**src/hdl/mobm_pkg.sv**
```systemverilog
// shared types and constants of the multicart outer bank mapper
`default_nettype none

package mobm_pkg;

   // command codes of one request
   typedef enum logic [1:0] {
      CMD_WRITE  = 2'd0,
      CMD_PRG    = 2'd1,
      CMD_CHR    = 2'd2,
      CMD_MIRROR = 2'd3
   } cmd_type;

   // csr register indexes
   localparam logic [1:0] CSR_VARIANT    = 2'd0;
   localparam logic [1:0] CSR_CHR_RAM    = 2'd1;
   localparam logic [1:0] CSR_CHIP_SPLIT = 2'd2;

   localparam logic [3:0]  VARIANT_RESET = 4'd0;
   localparam logic [11:0] SPLIT_RESET   = 12'd2048;

   // board kinds (variant with bit zero dropped)
   localparam logic [2:0] KIND_WIDE  = 3'd1;  // variants 2 and 3
   localparam logic [2:0] KIND_NARROW = 3'd2; // variants 4 and 5
   localparam logic [2:0] KIND_SPLIT = 3'd3;  // variants 6 and 7
   localparam logic [2:0] KIND_CHRWP = 3'd4;  // variants 8 and 9
   localparam logic [2:0] KIND_SCREEN = 3'd5; // variants 10 and 11

   // outer register roles
   localparam int OREG_BASE = 0;
   localparam int OREG_EXT  = 1;
   localparam int OREG_CHR  = 2;
   localparam int OREG_CTRL = 3;
   localparam int OREG_RAM  = 4;

   // mirroring codes
   localparam logic [1:0] MIR_HORIZONTAL = 2'd0;
   localparam logic [1:0] MIR_SCREEN_A   = 2'd2;

   typedef struct packed {
      logic [3:0]  variant;
      logic        chr_ram_present;
      logic [11:0] chip_split;
   } cfg_type;

   typedef struct packed {
      cmd_type     cmd;
      logic [15:0] addr;
      logic [7:0]  value;
      logic        inner_chr_invert;
      logic        inner_mirror;
   } req_type;

   typedef struct packed {
      logic        write_taken;
      logic [11:0] bank;
      logic        use_chr_ram;
      logic        chr_writable;
      logic [1:0]  mirroring;
   } rsp_type;

endpackage

`default_nettype wire

```
**src/hdl/multicart_outer_bank_mapper_unit.sv**
```systemverilog
// top level of the multicart outer bank mapper
// path: a request is held in the input register, then in the response register, whose valid flag drives rsp_valid
// throughput: one request per cycle while rsp_stall is low; the input register and the response register
// form a two-entry pipeline, so a new request is taken while a response waits
// reset: synchronous active high; clears all outer registers, valid flags and
// the csr registers (variant 0, no chr ram, chip split 2048)
`default_nettype none

module multicart_outer_bank_mapper_unit #(
   parameter int OUTER_REG_COUNT = 8
) (
   input  wire logic        clock,
   input  wire logic        reset,
   // request channel
   input  wire logic        req_valid,
   output logic             req_stall,
   input  wire logic [1:0]  req_cmd,
   input  wire logic [15:0] req_addr,
   input  wire logic [7:0]  req_value,
   input  wire logic        req_inner_chr_invert,
   input  wire logic        req_inner_mirror,
   // response channel
   output logic             rsp_valid,
   input  wire logic        rsp_stall,
   output logic             rsp_write_taken,
   output logic [11:0]      rsp_bank,
   output logic             rsp_use_chr_ram,
   output logic             rsp_chr_writable,
   output logic [1:0]       rsp_mirroring,
   // csr write channel
   input  wire logic        csr_valid,
   output logic             csr_ready,
   input  wire logic [1:0]  csr_index,
   input  wire logic [11:0] csr_data
);

   localparam int IDX_W = $clog2(OUTER_REG_COUNT);

   // csr registers
   mobm_pkg::cfg_type cfg_ff;

   // input stage
   logic              in_valid_ff, in_valid_in;
   mobm_pkg::req_type in_item_ff;

   // response stage
   logic              out_valid_ff, out_valid_in;
   mobm_pkg::rsp_type out_item_ff, out_item_in;

   logic                            req_accept;
   logic                            advance;
   logic                            wr_en;
   logic                            wr_allowed;
   logic [OUTER_REG_COUNT-1:0][7:0] regs;
   mobm_pkg::rsp_type               xlate_rsp;

   // csr writes are always taken; an index past the list is dropped
   assign csr_ready = 1'b1;

   always_ff @(posedge clock) begin
      if (reset) begin
         cfg_ff.variant         <= mobm_pkg::VARIANT_RESET;
         cfg_ff.chr_ram_present <= 1'b0;
         cfg_ff.chip_split      <= mobm_pkg::SPLIT_RESET;
      end else if (csr_valid && csr_ready) begin
         case (csr_index)
            mobm_pkg::CSR_VARIANT: begin
               cfg_ff.variant <= csr_data[3:0];
            end
            mobm_pkg::CSR_CHR_RAM: begin
               cfg_ff.chr_ram_present <= csr_data[0];
            end
            mobm_pkg::CSR_CHIP_SPLIT: begin
               cfg_ff.chip_split <= csr_data;
            end
            default: begin
               cfg_ff <= cfg_ff;
            end
         endcase
      end
   end

   // the input stage moves on whenever the response register is free or drains
   assign advance    = !out_valid_ff || !rsp_stall;
   assign req_stall  = in_valid_ff && !advance;
   assign req_accept = req_valid && !req_stall;

   assign in_valid_in  = req_accept || (in_valid_ff && !advance);
   assign out_valid_in = advance ? in_valid_ff : out_valid_ff;

   always_ff @(posedge clock) begin
      if (reset) begin
         in_valid_ff  <= 1'b0;
         out_valid_ff <= 1'b0;
      end else begin
         in_valid_ff  <= in_valid_in;
         out_valid_ff <= out_valid_in;
      end
   end

   // payload registers
   always_ff @(posedge clock) begin
      if (req_accept) begin
         in_item_ff.cmd              <= mobm_pkg::cmd_type'(req_cmd);
         in_item_ff.addr             <= req_addr;
         in_item_ff.value            <= req_value;
         in_item_ff.inner_chr_invert <= req_inner_chr_invert;
         in_item_ff.inner_mirror     <= req_inner_mirror;
      end
      if (advance && in_valid_ff) begin
         out_item_ff <= out_item_in;
      end
   end

   // register writes commit as the item leaves the input stage, so later
   // queries in the pipe always see them in order
   assign wr_en = advance && in_valid_ff && (in_item_ff.cmd == mobm_pkg::CMD_WRITE);

   mobm_regfile #(
      .OUTER_REG_COUNT(OUTER_REG_COUNT)
   ) u_regfile (
      .clock      (clock),
      .reset      (reset),
      .wr_en      (wr_en),
      .wr_idx     (in_item_ff.addr[IDX_W-1:0]),
      .wr_data    (in_item_ff.value),
      .wr_allowed (wr_allowed),
      .regs       (regs)
   );

   mobm_xlate #(
      .OUTER_REG_COUNT(OUTER_REG_COUNT)
   ) u_xlate (
      .cfg    (cfg_ff),
      .regs   (regs),
      .item   (in_item_ff),
      .result (xlate_rsp)
   );

   // writes report only whether the entry was stored
   always_comb begin
      out_item_in = xlate_rsp;
      if (in_item_ff.cmd == mobm_pkg::CMD_WRITE) begin
         out_item_in             = '0;
         out_item_in.write_taken = wr_allowed;
      end
   end

   assign rsp_valid        = out_valid_ff;
   assign rsp_write_taken  = out_item_ff.write_taken;
   assign rsp_bank         = out_item_ff.bank;
   assign rsp_use_chr_ram  = out_item_ff.use_chr_ram;
   assign rsp_chr_writable = out_item_ff.chr_writable;
   assign rsp_mirroring    = out_item_ff.mirroring;

endmodule

`default_nettype wire

```
**src/hdl/mobm_regfile.sv**
```systemverilog
// outer register file with lock and partial field lock on write
`default_nettype none

module mobm_regfile #(
   parameter int OUTER_REG_COUNT = 8
) (
   input  wire logic                              clock,
   input  wire logic                              reset,
   input  wire logic                              wr_en,
   input  wire logic [$clog2(OUTER_REG_COUNT)-1:0] wr_idx,
   input  wire logic [7:0]                        wr_data,
   output logic                                   wr_allowed,
   output logic [OUTER_REG_COUNT-1:0][7:0]        regs
);

   localparam int IDX_W = $clog2(OUTER_REG_COUNT);

   logic [OUTER_REG_COUNT-1:0][7:0] regs_ff;
   logic [7:0] reg2;
   logic [7:0] merged;
   logic [7:0] data_in;
   logic       is_chr_reg;

   assign reg2       = regs_ff[mobm_pkg::OREG_CHR];
   assign is_chr_reg = (wr_idx == IDX_W'(mobm_pkg::OREG_CHR));

   // lock bit blocks everything but the chr register
   assign wr_allowed = !regs_ff[mobm_pkg::OREG_CTRL][7] || is_chr_reg;

   always_comb begin
      merged = reg2[7] ? {reg2[7:4], wr_data[3:0]} : wr_data;
      if (is_chr_reg) begin
         data_in = merged & {4'hF, ~reg2[6:4], 1'b1};
      end else begin
         data_in = wr_data;
      end
   end

   always_ff @(posedge clock) begin
      if (reset) begin
         regs_ff <= '0;
      end else if (wr_en && wr_allowed) begin
         regs_ff[wr_idx] <= data_in;
      end
   end

   assign regs = regs_ff;

endmodule

`default_nettype wire

```
**src/hdl/mobm_xlate.sv**
```systemverilog
// prg, chr and mirroring translation from the outer registers
`default_nettype none

module mobm_xlate #(
   parameter int OUTER_REG_COUNT = 8
) (
   input  wire mobm_pkg::cfg_type                 cfg,
   input  wire logic [OUTER_REG_COUNT-1:0][7:0]   regs,
   input  wire mobm_pkg::req_type                 item,
   output mobm_pkg::rsp_type                      result
);

   logic [7:0]  r0, r1, r2, r3, r4;
   logic [2:0]  kind;
   logic [11:0] prg_base, prg_mask, prg_v, prg_bank;
   logic [12:0] split13, split_base;
   logic        split_high;
   logic [11:0] chr_base, chr_mask, chr_v, chr_bank;
   logic        chr_ram, chr_wr;
   logic [1:0]  mir;

   assign r0   = regs[mobm_pkg::OREG_BASE];
   assign r1   = regs[mobm_pkg::OREG_EXT];
   assign r2   = regs[mobm_pkg::OREG_CHR];
   assign r3   = regs[mobm_pkg::OREG_CTRL];
   assign r4   = regs[mobm_pkg::OREG_RAM];
   assign kind = cfg.variant[3:1];

   // prg bank
   assign split13    = (cfg.chip_split == 12'd0) ? 13'h1000 : {1'b0, cfg.chip_split};
   assign split_high = r0[7] ? r0[3] : item.inner_chr_invert;

   always_comb begin
      case (kind)
         mobm_pkg::KIND_WIDE: begin
            prg_base = {r0[5:4], r1[1], r1[2], r1[3], r0[2:0], r3[3:1], 1'b0};
         end
         mobm_pkg::KIND_NARROW: begin
            prg_base = {3'b000, r0[5:4], r0[2:0], r3[3:1], 1'b0};
         end
         default: begin
            prg_base = {r0[5:4], r1[3:2], r1[4], r0[2:0], r3[3:1], 1'b0};
         end
      endcase
      split_base = ({1'b0, prg_base} & (split13 - 13'd1)) | (split_high ? split13 : 13'd0);
      if (kind == mobm_pkg::KIND_SPLIT) begin
         prg_base = split_base[11:0];
      end
      // gnrom mode takes the low bank bits straight from the cpu address
      if (r3[4]) begin
         if (kind == mobm_pkg::KIND_WIDE) begin
            prg_mask = r1[4] ? 12'h001 : 12'h003;
         end else begin
            prg_mask = r1[1] ? 12'h003 : 12'h001;
         end
         prg_v = {9'd0, item.addr[15:13]};
      end else begin
         prg_mask = {4'h0, r1[5], r1[6], ~r1[7], ~r0[6], 4'hF};
         prg_v    = {4'h0, item.value};
      end
      prg_bank = (prg_base & ~prg_mask) | (prg_v & prg_mask);
   end

   // chr bank
   always_comb begin
      chr_base = {2'b00, r0[5:3], r2[3:0], 3'b000};
      chr_ram  = cfg.chr_ram_present && r4[0] && (item.value[7:1] == r4[7:1]);
      chr_wr   = chr_ram;
      if (!chr_ram && kind == mobm_pkg::KIND_CHRWP) begin
         chr_wr = r0[4];
      end
      if (r3[4]) begin
         chr_mask = 12'h007;
         chr_v    = {6'd0, item.addr[15:10]};
      end else begin
         chr_mask = r0[7] ? 12'h07F : 12'h0FF;
         chr_v    = {4'h0, item.value};
      end
      chr_bank = (chr_base & ~chr_mask) | (chr_v & chr_mask);
   end

   // mirroring
   always_comb begin
      if (!r0[5] && kind == mobm_pkg::KIND_SCREEN) begin
         mir = mobm_pkg::MIR_SCREEN_A | {1'b0, r0[4]};
      end else begin
         mir = mobm_pkg::MIR_HORIZONTAL | {1'b0, ~item.inner_mirror};
      end
   end

   always_comb begin
      result = '0;
      case (item.cmd)
         mobm_pkg::CMD_PRG: begin
            result.bank = prg_bank;
         end
         mobm_pkg::CMD_CHR: begin
            result.bank         = chr_bank;
            result.use_chr_ram  = chr_ram;
            result.chr_writable = chr_wr;
         end
         mobm_pkg::CMD_MIRROR: begin
            result.mirroring = mir;
         end
         default: begin
            result = '0;
         end
      endcase
   end

endmodule

`default_nettype wire
```
**config.mk**
```make
export PLATFORM = sky130hd
export DESIGN_NAME = multicart_outer_bank_mapper_unit
export DESIGN_NICKNAME = d
export VERILOG_FILES = /design/src/hdl/mobm_pkg.sv /design/src/hdl/multicart_outer_bank_mapper_unit.sv /design/src/hdl/mobm_regfile.sv /design/src/hdl/mobm_xlate.sv
export SDC_FILE = /design/constraint.sdc
export NUM_CORES = 1
export LEC_CHECK = 0
export ABC_AREA = 1
export BUFFER_PORTS_ARGS = -buffer_cell sky130_fd_sc_hd__clkbuf_2
export CAP_MARGIN = 20
export CORE_MARGIN = 3
export CORE_UTILIZATION = 25
export CTS_CLUSTER_DIAMETER = 50
export DETAILED_ROUTE_END_ITERATION = 10
export GPL_TIMING_DRIVEN = 0
export MAX_ROUTING_LAYER = met4
export PLACE_DENSITY = 0.46
export SYNTH_ARGS = -nofsm -noshare
export SYNTH_HDL_FRONTEND = slang
export SYNTH_SLANG_ARGS = --single-unit
```
**constraint.sdc**
```tcl
create_clock -name clock -period 1.9 [get_ports clock]
set_input_delay 0.38 -clock clock [delete_from_list [all_inputs] [get_ports clock]]
set_output_delay 0.38 -clock clock [all_outputs]
set_load 0.1 [all_outputs]
```
Word-level counts from Yosys, hierarchy flattened
Cells that the tools add are included.
{ "totals": {"reg_bits": 128, "inputBits": 47, "out_inout_bits": 20} }
{ "op_classes": {"addsub": 1, "magnitude_cmp": 2, "n_eq_ne": 12, "mux": 21, "bitwise_logic": 17, "reduce_logical": 28} }
{ "op_table": {"columns": ["op", "n"], "rows": [
  ["$mux 12", 6],
  ["$bwmux 64", 1],
  ["$mux 8", 6],
  ["$pmux 12 s2", 2],
  ["$or 12x12->12", 3],
  ["$and 12x12->12", 2],
  ["$and 8x12->12", 2],
  ["$demux 8 s3", 1],
  ["$not 12->12", 2],
  ["$and 10x12->12", 1],
  ["$logic_not 12->1", 1],
  ["$sub 12x1->12 const B", 1],
  ["$logic_and 1x1->1", 10],
  ["$eq 3x2->1 const B", 3],
  ["$and 8x8->8", 1],
  ["$eq 7x7->1", 1],
  ["$logic_not 1->1", 7],
  ["$eq 2x2->1 const B", 3],
  ["$eq 3x3->1 const B", 2],
  ["$mux 2", 3],
  ["$reduce_and 2->1", 3],
  ["$not 1->1", 5],
  ["$eq 2x1->1 const B", 2],
  ["$logic_not 2->1", 2],
  ["7 further kinds", 11]
]} }

Longest topological paths before layout
Gate-level depths: netlist of the first run.
{ "depth": {"word_depth": 9, "ltp_mapped": 14, "depth_no_buf": 14} }

Cells and area by module
A second synthesis of the first run with hierarchy kept.
{ "hier_totals": {"hier_cells": 837, "hier_area_um2": 6185.9} }
{ "by_module_without_submodules": {"columns": ["mod", "n_inst", "cells_each", "area_per_inst_um2", "seq_area_each_um2"], "rows": [
  ["mobm_regfile", 1, 412, 2743.9, 1281.2],
  ["multicart_outer_bank_mapper_unit", 1, 208, 2312.2, 1731.7],
  ["mobm_xlate", 1, 217, 1129.8, 0.0]
]} }

Worst setup path after synthesis of the first run
Ideal clock, no wire load.
{ "synth_timing": {"path_type": "register -> output", "start": "register out_valid_ff, in the netlist rsp_valid", "end": "output req_stall", "arrival_time_ns": 2.487, "t_required_ns": 1.520, "path_slack_ns": -0.967, "path_stages_with_launch": 3, "cell_sequence": "dfxtp_1 > nand2_1 > nor2_1"} }
{ "synth_between": {"elab_chain_len": 4} }
{ "synth_rtl": {"columns": ["element", "line", "source"], "rows": [
  ["start: declaration", "multicart_outer_bank_mapper_unit.sv:47", "logic out_valid_ff, out_valid_in;"],
  ["start signal: assignment", "multicart_outer_bank_mapper_unit.sv:97", "out_valid_ff <= out_valid_in;"],
  ["$logic_not 1->1", "multicart_outer_bank_mapper_unit.sv:84", "assign advance = !out_valid_ff || !rsp_stall;"],
  ["$logic_or 1x1->1", "multicart_outer_bank_mapper_unit.sv:84", null],
  ["$logic_not 1->1", "multicart_outer_bank_mapper_unit.sv:85", "assign req_stall = in_valid_ff && !advance;"],
  ["$logic_and 1x1->1", "multicart_outer_bank_mapper_unit.sv:85", null],
  ["end: declaration", "multicart_outer_bank_mapper_unit.sv:16", "output logic req_stall,"]
]} }
Every way passes these cells.

Worst setup path in the final report of the first run
{ "layout_timing": {"start": "register cfg_ff[15] (netlist bit)", "end": "register out_item_ff (netlist bit rsp_bank[9]), data pin"} }
{ "layout_between": {"elab_chain_len": 8, "word_cells_on_any_way": 10, "cone_classes": "3 x eq/ne; 3 x mux; 4 x bitwise"} }
{ "layout_rtl": {"columns": ["element", "line", "source"], "rows": [
  ["start: declaration", "multicart_outer_bank_mapper_unit.sv:40", "mobm_pkg::cfg_type cfg_ff;"],
  ["start signal: assignment", "multicart_outer_bank_mapper_unit.sv:77", "cfg_ff <= cfg_ff;"],
  ["$eq 3x2->1 or $eq 3x1->1 (tied branches)", "mobm_xlate.sv:34", "case (kind)"],
  ["$pmux 12 s2", "mobm_xlate.sv:34", null],
  ["$and 12x12->12", "mobm_xlate.sv:45", "split_base = ({1'b0, prg_base} & (split13 - 13'd1)) | (split_high ? split13 : 13'd0);"],
  ["$or 12x12->12", "mobm_xlate.sv:45", null],
  ["$mux 12 *", "mobm_xlate.sv:46", "if (kind == mobm_pkg::KIND_SPLIT) begin"],
  ["$and 12x12->12 *", "mobm_xlate.sv:61", "prg_bank = (prg_base & ~prg_mask) | (prg_v & prg_mask);"],
  ["$or 12x12->12 *", "mobm_xlate.sv:61", null],
  ["$pmux 12 s2 *", "mobm_xlate.sv:93", "case (item.cmd)"],
  ["end signal: assignment", "multicart_outer_bank_mapper_unit.sv:111", "out_item_ff <= out_item_in;"],
  ["end: declaration", "multicart_outer_bank_mapper_unit.sv:48", "mobm_pkg::rsp_type out_item_ff, out_item_in;"]
]} }
Every way passes the cells marked *; elsewhere a longest branch is shown, timed or not.
A chain may end at the register's enable or synchronous reset.

==> summary.md, run 1 <==
| Metric | Value |
|---|---|
| Run status | `finished clean` |
| GR Util met2 | `22.3%` |
| Root Buffer Master | `clkbuf_16` |
| Average wire per standard cell | `15.3 um` |
| Tot GR Track Use | `14.0%` |
| Die X | `136 um` |
| Main area contributors after synthesis | `edfxtp_1 26%, dfxtp_1 26%, nand2_1 8.2%` |
| Layout net count | `635` |
| Cell area after placement | `4800 um2` |
| Fin. max-slew vios | `0` |
| VDD IR max | `0.000448 V` |
| CTS Sinks | `91` |
| Slew margin rel. | `44.2%` |
| Largest net degree at the start of global routing | `21` |
| Cell Pwr Density | `865 nW/um2` |
| # IOs | `67` |
| Total Power | `4480 uW` |
| Drt via density | `4.61` |
| Overflow after GRT | `0` |
| Starting Density | `26.0%` |
| Final setup fails | `0` |
| Post-route cell area | `5180 um2` |
| H-tree levels | `3` |
| CP startpoint kind | `flip-flop` |
| Post-synthesis cell type count | `39` |
| DR vias | `3694` |
| Initial antenna violation count | `0` |
| Number of synthesized register bits | `91` |
| Setup Slack @ Placement | `-0.161 ns` |
| Setup ws final | `0.125 ns` |
| Syn Inst Count | `507` |
| DRT Wirelength | `12200 um` |
| Placer congestion estimate | `0.908` |
| Tmin final | `1.77 ns` |
| M3 GR Usage | `3.11%` |
| Port Buffers | `57` |
| Routed Antenna Nets | `0` |
| Met1 Usage GRT | `17.3%` |
| Core area | `16200 um2` |
| Clock Tree Buf Depth | `2` |
| CP Max Fanout | `10` |
| Ys flop type | `dfxtp_1` |
| Crit Path Class | `reg -> reg` |
| Max-cap check violation count | `0` |
| DRC | `0` |
| Synth top area share | `26.3%` |
| First-pass GRT wire length | `19100 um` |
| Die area | `18500 um2` |
| Hold Vio Cnt, Final | `0` |
| Slowest stage cell, crit path | `dfxtp_1` |
| DP HPWL | `9510 um` |
| CP Cell Sequence | `inv_1 -> nor3_2 -> buf_4 -> inv_1 -> a21oi_1 -> nand2_1 -> inv_1 -> nand2_1 -> nand2_1 -> nand2_1 -> nand2_1 -> o21ai_1` |
| Drt first pass iters | `4` |
| Leakage power | `0.00206 uW` |
| Inserted Clock Buffers | `9` |
| Floorplan row count | `46` |
| Synth Cell Area | `4230 um2` |
| Most frequent cells in the layout | `91 x nand2_1, 65 x a21oi_1, 63 x inv_1, 57 x clkbuf_2, 52 x dfxtp_1` |
| Fmax | `563 MHz` |
| Arr. time, crit path | `1.87 ns` |
| Crit path capture type | `flip-flop` |
| Iteration-0 DRC Markers | `277` |
| Mapped Avg Cell Area | `8.34 um2` |
| Most used cell, CP | `nand2_1` |
| Most common cell after layout, fill and taps aside | `nand2_1` |
| Layout area overhead | `22.6%` |
| Worst-Margin Slew | `0.836 ns` |
| GR peak layer | `met2` |
| Clock Skews | `0.0101 ns` |
| Antenna diode count | `0` |
| Fin crit share | `93.4%` |
| Synth warn | `0` |
| Crit-path max cell delay | `0.39 ns` |
| Hold crit path type | `in -> reg` |
| Syn nets | `561` |
| Seq/Total Area, Yosys | `51.8%` |
| Vias in the first global route | `3642` |
| Critical Path RT | `1.99 ns` |
| Clk_lat worst skew | `0.35 ns` |
| Post-CTS Hold Fix Bufs | `0` |
| Yosys top cell by area | `edfxtp_1` |
| CTS tree | `yes` |
| Layout cell share with drive strength beyond 1 | `22.0%` |
| Async S/R FF share, synth | `0%` |
| EDFF count, synth | `37` |
| Die H | `136 um` |
| Clock slew at reported path FFs | `0.07 ns` |
## cell type report
class / instances / area [um2]
Fill cell: 1760 / 11000
Inverter: 78 / 297
Multi-Input combinational cell: 324 / 1710
Tap cell: 216 / 270
Buffer: 14 / 78.8
Timing Repair Buffer: 63 / 334
Sequential cell: 91 / 2200
Clock inverter: 6 / 65.1
Clock buffer: 10 / 229
## per-layer routing
metal	up-vias	part of all wire [%]	routed length [um]
met5	-	0	0
met4	0	2.7	329
met3	21	5.5	667
met2	104	48	5850
met1	1718	44	5390
li1	1851	-	-
## sequential cells by signal (all words and copies together), names as in the netlist
signal	flops
rsp_mirroring	2
rsp_bank	12
rsp_chr_writable	1
rsp_use_chr_ram	1
u_regfile.regs	28
cfg_ff	16
rsp_valid	1
in_valid_ff	1
rsp_write_taken	1
u_regfile.reg2	8
in_item_ff	20
## cells by family (layout without fill, tap and decap cells)
group                      after synthesis  count (layout)  synth area share, %
AOI/OAI and AO/OA                      158             158                 20.3
adders and majority gates                7               7                 2.07
buffers and inverters                   92             171                 8.79
DFF                                     91              91                 51.8
other                                    1               1               0.0887
and+or+nand+nor                        158             158                 16.9
## final timing paths
check / from / endpoint / slack, ns / cells after the start
setup / recovery: cfg_ff[15]$_SDFFE_PP0P_ / rsp_bank[9]$_SDFFCE_PN0P_ / 0.13 / 12
hold / removal: req_value[7] / in_item_ff[9]$_DFFE_PP_ / 0.20 / 1
setup reg to reg: cfg_ff[15]$_SDFFE_PP0P_ / rsp_bank[9]$_SDFFCE_PN0P_ / 0.13 / 12
hold reg to reg: u_regfile.reg2[0]$_SDFFE_PP0P_ / u_regfile.reg2[0]$_SDFFE_PP0P_ / 0.46 / 2
## repair_timing
action | CTS | global route
resized for setup | 0 | 19
setup endpoints to repair | 11 | 25
pin swaps | 0 | 3
buffers inserted | 1 | 5
## synth_stat cells, types with 7 or more instances
master	number
dfxtp_1	54
o22ai_1	8
o21ai_0	45
clkbuf_1	9
a21oi_1	66
nand3_1	17
edfxtp_1	37
ha_1	7
nor2_1	29
nand2_1	92
inv_2	9
o21ai_1	19
inv_1	68
## worst max-delay path: cells and delay by family (launching register included)
| kind | cells | cell delay, ns |
|---|---|---|
| AOI/OAI and AO/OA | 2 | 0.19 |
| buffers and inverters | 4 | 0.46 |
| DFF | 1 | 0.39 |
| and+or+nand+nor | 6 | 0.49 |
## where the power goes
| part | internal, uW | switching (uW) | leakage, uW |
|---|---|---|---|
| clock | 1020 | 772 | 0.000144 |
| combinational | 143 | 391 | 0.00112 |
| sequential | 2100 | 49.7 | 0.000799 |
| total | 3270 | 1210 | 0.00206 |
## through the flow
stage	hold WS (ns)	cells	setup TNS [ns]	utilization [%]
after floorplan	0.424	507	0	-
after global routing	0.190	802	-0.0258	31.9
after global placement	0.448	780	-2.26	29.6
after CTS	0.180	797	0	31.4
final	0.196	802	0	31.9
after detailed placement	0.451	780	-3.15	29.6
Note: power is estimated with default switching activity, not from simulation.
==> run 2, diff against run 1 <==
clock period = 2 ns   (was 1.9 ns; I/O delays follow)
==> run 2 against run 1 <==
Effect of this change:
- critical path type unchanged
- cell count shrank 0.50%
- first-iteration DRC count rose by 0.72%
- die area is the same
- via count decreased by 1.7%
- sequential share of layout area grew 0.55 points
- cell area shrank 1.4%
- total power decreased by 6.0%
- combinational power decreased by 8.6%
==> summary.md, run 2 (synthesis results as in run 1) <==
| Metric | Value |
|---|---|
| Layout net count | `631 (-0.63%)` |
| Antenna diode count | `0 (unchanged)` |
| Die area | `18500 um2 (unchanged)` |
| DR vias | `3632 (-1.7%)` |
| Arr. time, crit path | `2.07 ns (+0.20 ns)` |
| Util after Layout | `31.5% (-0.46 points)` |
| CTS Sinks | `91 (unchanged)` |
| Hold crit path type | `in -> reg` |
| VDD IR max | `0.000436 V (-2.8%)` |
| Drt via density | `4.55 (-1.2%)` |
| Clock Tree Buf Depth | `2 (unchanged)` |
| Most common cell after layout, fill and taps aside | `nand2_1` |
| Layout fillers | `1806 (+2.6%)` |
| DP HPWL | `9360 um (-1.5%)` |
| Final setup fails | `0 (unchanged)` |
| Starting Density | `26.0% (unchanged)` |
| Max-cap check violation count | `0 (unchanged)` |
| Vias in the first global route | `3551 (-2.5%)` |
| Floorplan row count | `46 (unchanged)` |
| Fin crit share | `91.9% (-1.5 points)` |
| Clock slew at reported path FFs | `0.07 ns (about the same)` |
| Tmin final | `1.84 ns (+0.0626 ns)` |
| Port Buffers | `57 (unchanged)` |
| Smallest hold slack | `0.225 ns (+0.0285 ns)` |
| CTS tree | `yes` |
| Inserted Clock Buffers | `9 (unchanged)` |
| RSZ-0062 raised after global routing | `yes` |
| Drt first pass iters | `5 (+1)` |
| Overflow after GRT | `0 (unchanged)` |
| Tot GR Track Use | `13.7% (-0.30 points)` |
| DRC | `0 (unchanged)` |
| Initial antenna violation count | `0 (unchanged)` |
| Critical Path RT | `2.24 ns (+0.25 ns)` |
| Layout cell share with drive strength beyond 1 | `18.7% (-3.3 points)` |
| Average wire per standard cell | `14.8 um (-2.7%)` |
| Routed Antenna Nets | `0 (unchanged)` |
| Slew margin rel. | `45.1% (+0.85 points)` |
| DRT Wirelength | `11800 um (-3.2%)` |
| H-tree levels | `3 (unchanged)` |
| Fin. max-slew vios | `0 (unchanged)` |
| Run status | `finished clean` |
| Leakage power | `0.00203 uW (-1.6%)` |
| Iteration-0 DRC Markers | `279 (+0.72%)` |
| Crit path capture type | `flip-flop` |
| # IOs | `67 (unchanged)` |
| Hold Vio Cnt, Final | `0 (unchanged)` |
| Largest net degree at the start of global routing | `21 (unchanged)` |
| Die H | `136 um (unchanged)` |
| Most frequent cells in the layout | `92 x nand2_1, 67 x inv_1, 66 x a21oi_1, 57 x clkbuf_2, 53 x dfxtp_1` |
| Clk_lat worst skew | `0.35 ns (about the same)` |
| Fmax | `544 MHz (-3.4%)` |
| Placer congestion estimate | `0.905 (-0.37%)` |
| Cell Pwr Density | `825 nW/um2 (-4.6%)` |
| Crit Path Class | `reg -> reg` |
| Die X | `136 um (unchanged)` |
| Clock Skews | `0.00648 ns (-0.00362 ns)` |
| Core area | `16200 um2 (unchanged)` |
| Max reg flops | `28 (unchanged)` |
| CP startpoint kind | `flip-flop` |
| Root Buffer Master | `clkbuf_16` |
| First-pass GRT wire length | `18800 um (-1.8%)` |
| Layout area overhead | `20.9%` |
| CP Max Fanout | `10 (unchanged)` |
| Worst-Margin Slew | `0.823 ns (-0.0127 ns)` |
==> run 2: layout make-up <==
type	instances	area, um2	share of cell area (%)
Sequential cell	91	2190	42.9
Inverter	78	297	5.80
Clock buffer	11	233	4.55
Buffer	14	78.8	1.54
Multi-Input combinational cell	324	1680	33.0
Timing Repair Buffer	59	300	5.88
Tap cell	216	270	5.29
Clock inverter	5	53.8	1.05
==> run 2: final timing paths <==
| path | slack (ns) | end | cells past startpoint | start |
|---|---|---|---|---|
| worst max-delay path | 0.16 | u_regfile.regs[9]$_SDFFE_PP0P_ | 9 | in_item_ff[26]$_DFFE_PP_ |
| worst min register to register | 0.46 | u_regfile.reg2[1]$_SDFFE_PP0P_ | 2 | u_regfile.reg2[1]$_SDFFE_PP0P_ |
| worst max register to register | 0.16 | u_regfile.regs[9]$_SDFFE_PP0P_ | 9 | in_item_ff[26]$_DFFE_PP_ |
| worst min-delay path | 0.22 | in_item_ff[12]$_DFFE_PP_ | 1 | req_addr[2] |
==> run 2: what timing repair did <==
action / in CTS / in global routing
buffers inserted: 0 / 2
cloned: 0 / 0
hold buffers: 0 / 0
setup endpoints to repair: 26 / 21
endpoints found under the hold margin: 0 / 0
gates resized for setup: 1 / 4
==> run 2: power breakdown <==
part           internal (uW)  switching, uW  leakage (uW)
Sequential              2000           45.9      0.000798
Clock                    966            716      0.000135
Combinational            126            361       0.00109
==> run 2: stage by stage <==
stage | total power, uW | setup TNS, ns | cell area (um2) | cells | setup WS [ns]
floorplan | 2420 | 0 | 4240 | 507 | 0.0792
global placement | 2570 | -6.57 | 4790 | 780 | -0.290
detailed placement | 2570 | -7.74 | 4790 | 780 | -0.313
CTS | 4260 | 0 | 5080 | 796 | 0.0782
global route | 4380 | -0.00454 | 5110 | 798 | -0.00454
finish | 4210 | 0 | 5110 | 798 | 0.163
==> run 2: per-layer routing <==
layer | routed length [um] | up-vias | global-route usage, %
li1 | - | 1836 | -
met1 | 5480 | 1694 | 17.2
met2 | 5650 | 87 | 22.8
met3 | 523 | 15 | 2.11
met4 | 185 | 0 | 4.54
met5 | 0 | - | -
==> run 2: worst max-delay path, stage by stage (launching register included) <==
cell and delay, ns:
edfxtp_1 0.43, inv_1 0.12, ha_1 0.24, inv_1 0.10
nor2_4 0.14, nand2_4 0.10, nor3_4 0.24, inv_2 0.15
o21ai_1 0.15, a21oi_1 0.05
==> run 3, diff against run 2 <==
CORE_UTILIZATION = 46   (was 25)
PLACE_DENSITY = 0.71   (was 0.46)
==> run 3 against run 2 <==
Effect of this change:
- die area decreased by 44%
- largest power group unchanged
- maximum frequency down 1.2%
- clock power decreased by 30%
- sequential power about the same
==> summary.md, run 3 (synthesis results as in run 1) <==
| Metric | Value |
|---|---|
| Slew margin rel. | `45.3% (+0.26 points)` |
| R2r setup slk | `0.14 ns (-0.02 ns)` |
| FF/Latch Area | `2190 um2 (unchanged)` |
| Final setup fails | `0 (unchanged)` |
| Most common cell after layout, fill and taps aside | `nand2_1` |
| Psw | `1110 uW (-1.5%)` |
| DP HPWL | `8060 um (-14%)` |
| Crit-path max cell delay | `0.44 ns (about the same)` |
| Clock Skews | `0.0124 ns (+0.00594 ns)` |
| Sequential power share | `55.2% (+6.7 points)` |
| Drt via density | `5.38 (+18%)` |
| Tot GR Track Use | `22.3% (+8.6 points)` |
| Slowest stage cell, crit path | `edfxtp_1` |
| Hold crit path type | `in -> reg` |
| DRT Wirelength | `10500 um (-11%)` |
| Inserted Clock Buffers | `9 (unchanged)` |
| H-tree levels | `3 (unchanged)` |
| DRC | `0 (unchanged)` |
| Vias in the first global route | `3541 (-0.28%)` |
| Clock Tree Buf Depth | `2 (unchanged)` |
| Leakage power | `0.00198 uW (-2.3%)` |
| Core area | `8810 um2 (-46%)` |
| Int Pwr | `2590 uW (-16%)` |
| Root Buffer Master | `clkbuf_8` |
| Hold Vio Cnt, Final | `0 (unchanged)` |
| Placer congestion estimate | `0.956 (+5.6%)` |
| Max reg flops | `28 (unchanged)` |
| Layout fillers | `826 (-54%)` |
| Crit. Startpoint | `in_item_ff[26]$_DFFE_PP_` |
| Post-CTS Hold Fix Bufs | `0 (unchanged)` |
| Fmax | `537 MHz (-1.2%)` |
| RR Startpoint | `in_item_ff[26]$_DFFE_PP_` |
| Hold Startpoint | `req_value[7]` |
| CTS tree | `yes` |
| CTS Sinks | `91 (unchanged)` |
| Crit path capture type | `flip-flop` |
| Total Power | `3700 uW (-12%)` |
| Most used cell, CP | `inv_1` |
| Port Buffers | `57 (unchanged)` |
| Clock slew at reported path FFs | `0.10 ns (+0.03 ns)` |
| CP startpoint kind | `flip-flop` |
| Layout area overhead | `14.9%` |
| Combinational power share | `13.1% (+1.5 points)` |
| Max-cap check violation count | `0 (unchanged)` |
| Fin crit share | `93.0% (+1.2 points)` |
| CP Cell Sequence | `inv_1 -> ha_1 -> inv_1 -> nor2_4 -> nand2_4 -> nor2_2 -> inv_2 -> buf_6 -> o21ai_1 -> a21oi_1` |
| Tmin final | `1.86 ns (+0.0232 ns)` |
| CP Max Fanout | `10 (unchanged)` |
| Largest net degree at the start of global routing | `21 (unchanged)` |
| Antenna diode count | `0 (unchanged)` |
| Cell area after placement | `4660 um2 (-2.8%)` |
| First-pass GRT wire length | `17200 um (-8.7%)` |
| Clock share of power | `31.7% (-8.2 points)` |
| RSZ-0062 raised after global routing | `no` |
| Floorplan row count | `34 (-26%)` |
| Worst-Margin Slew | `0.819 ns (-0.00395 ns)` |
| Critical Path RT | `2.26 ns (+0.02 ns)` |
| Smallest hold slack | `0.205 ns (-0.0196 ns)` |
| Starting Density | `48.0% (+22 points)` |
| Layout net count | `631 (unchanged)` |
| Fin. max-slew vios | `0 (unchanged)` |
| Die area | `10400 um2 (-44%)` |
| Multi-input gate area | `1670 um2 (-0.59%)` |
| Die X | `102 um (-25%)` |
| Clk_lat worst skew | `0.36 ns (about the same)` |
| Layout cell share with drive strength beyond 1 | `19.2% (+0.52 points)` |
| Average wire per standard cell | `15.3 um (+2.9%)` |
| Iteration-0 DRC Markers | `226 (-19%)` |
| Most frequent cells in the layout | `92 x nand2_1, 67 x inv_1, 66 x a21oi_1, 57 x clkbuf_2, 53 x dfxtp_1` |
| Drt first pass iters | `5 (unchanged)` |
| Run status | `finished clean` |
| Routed Antenna Nets | `0 (unchanged)` |
| DR vias | `3710 (+2.1%)` |
| Crit Path Class | `reg -> reg` |
| # IOs | `67 (unchanged)` |
| Overflow after GRT | `0 (unchanged)` |
| VDD IR max | `0.000433 V (-0.54%)` |
| Post-route cell area | `4860 um2 (-4.9%)` |
| Switching part of the total | `29.9% (+3.2 points)` |
| Initial antenna violation count | `0 (unchanged)` |
| Die H | `102 um (-25%)` |
| Arr. time, crit path | `2.12 ns (+0.05 ns)` |
| Cell Pwr Density | `762 nW/um2 (-7.7%)` |
==> run 3: layout make-up <==
class / count / area share [%]
plain buffers: 14 / 1.62
clock buffers: 9 / 2.55
clock inverters: 7 / 1.16
inverters: 78 / 6.10
multi-input cells: 324 / 34.5
flip-flops and latches: 91 / 45.1
well taps: 108 / 2.78
repair buffers: 59 / 6.18
==> run 3: path summary, 6_finish.rpt <==
kind | endpoint | depth (start not counted)
worst max register to register | u_regfile.reg2[6]$_SDFFE_PP0P_ | 10
worst min-delay path | in_item_ff[9]$_DFFE_PP_ | 1
worst max-delay path | u_regfile.reg2[6]$_SDFFE_PP0P_ | 10
worst min register to register | u_regfile.reg2[0]$_SDFFE_PP0P_ | 2
==> run 3: critical path: cells and delay by family, from the launching register on <==
kind                       cells  cell delay (ns)
and+or+nand+nor                3             0.46
buffers and inverters          4             0.45
DFF                            1             0.44
AOI/OAI and AO/OA              2             0.18
adders and majority gates      1             0.23
==> run 3: routing by layer <==
metal / routed length, um / track usage, % / up-vias
met5: 0 / - / -
met4: 282 / 8.68 / 0
met3: 681 / 4.98 / 21
met2: 4990 / 34.7 / 151
met1: 4580 / 28.6 / 1697
li1: - / - / 1841
==> run 3: repair_timing <==
item | in CTS | in global routing
gates resized for setup | 1 | 1
setup endpoints to repair | 21 | 15
buffers inserted | 0 | 2
pin swaps | 0 | 0
==> run 3: per-stage QoR <==
stage / std cells / worst slack [ns] / util, % / TNS, ns
6_report: 690 / 0.139 / 55.2 / 0
5_1_grt: 690 / 0.0289 / 55.2 / 0
4_1_cts: 688 / 0.0902 / 55.0 / 0
3_5_place_dp: 672 / -0.270 / 52.9 / -5.60
3_3_place_gp: 672 / -0.256 / 52.9 / -5.32
2_1_floorplan: 507 / 0.0792 / - / 0
==> run 3: power by group through the flow <==
stage               combinational [uW]  sequential, uW  clock [uW]
floorplan                          233            2190           0
global placement                   467            2080           0
detailed placement                 474            2080           0
CTS                                477            2040        1200
global route                       529            2050        1280
finish                             484            2040        1170
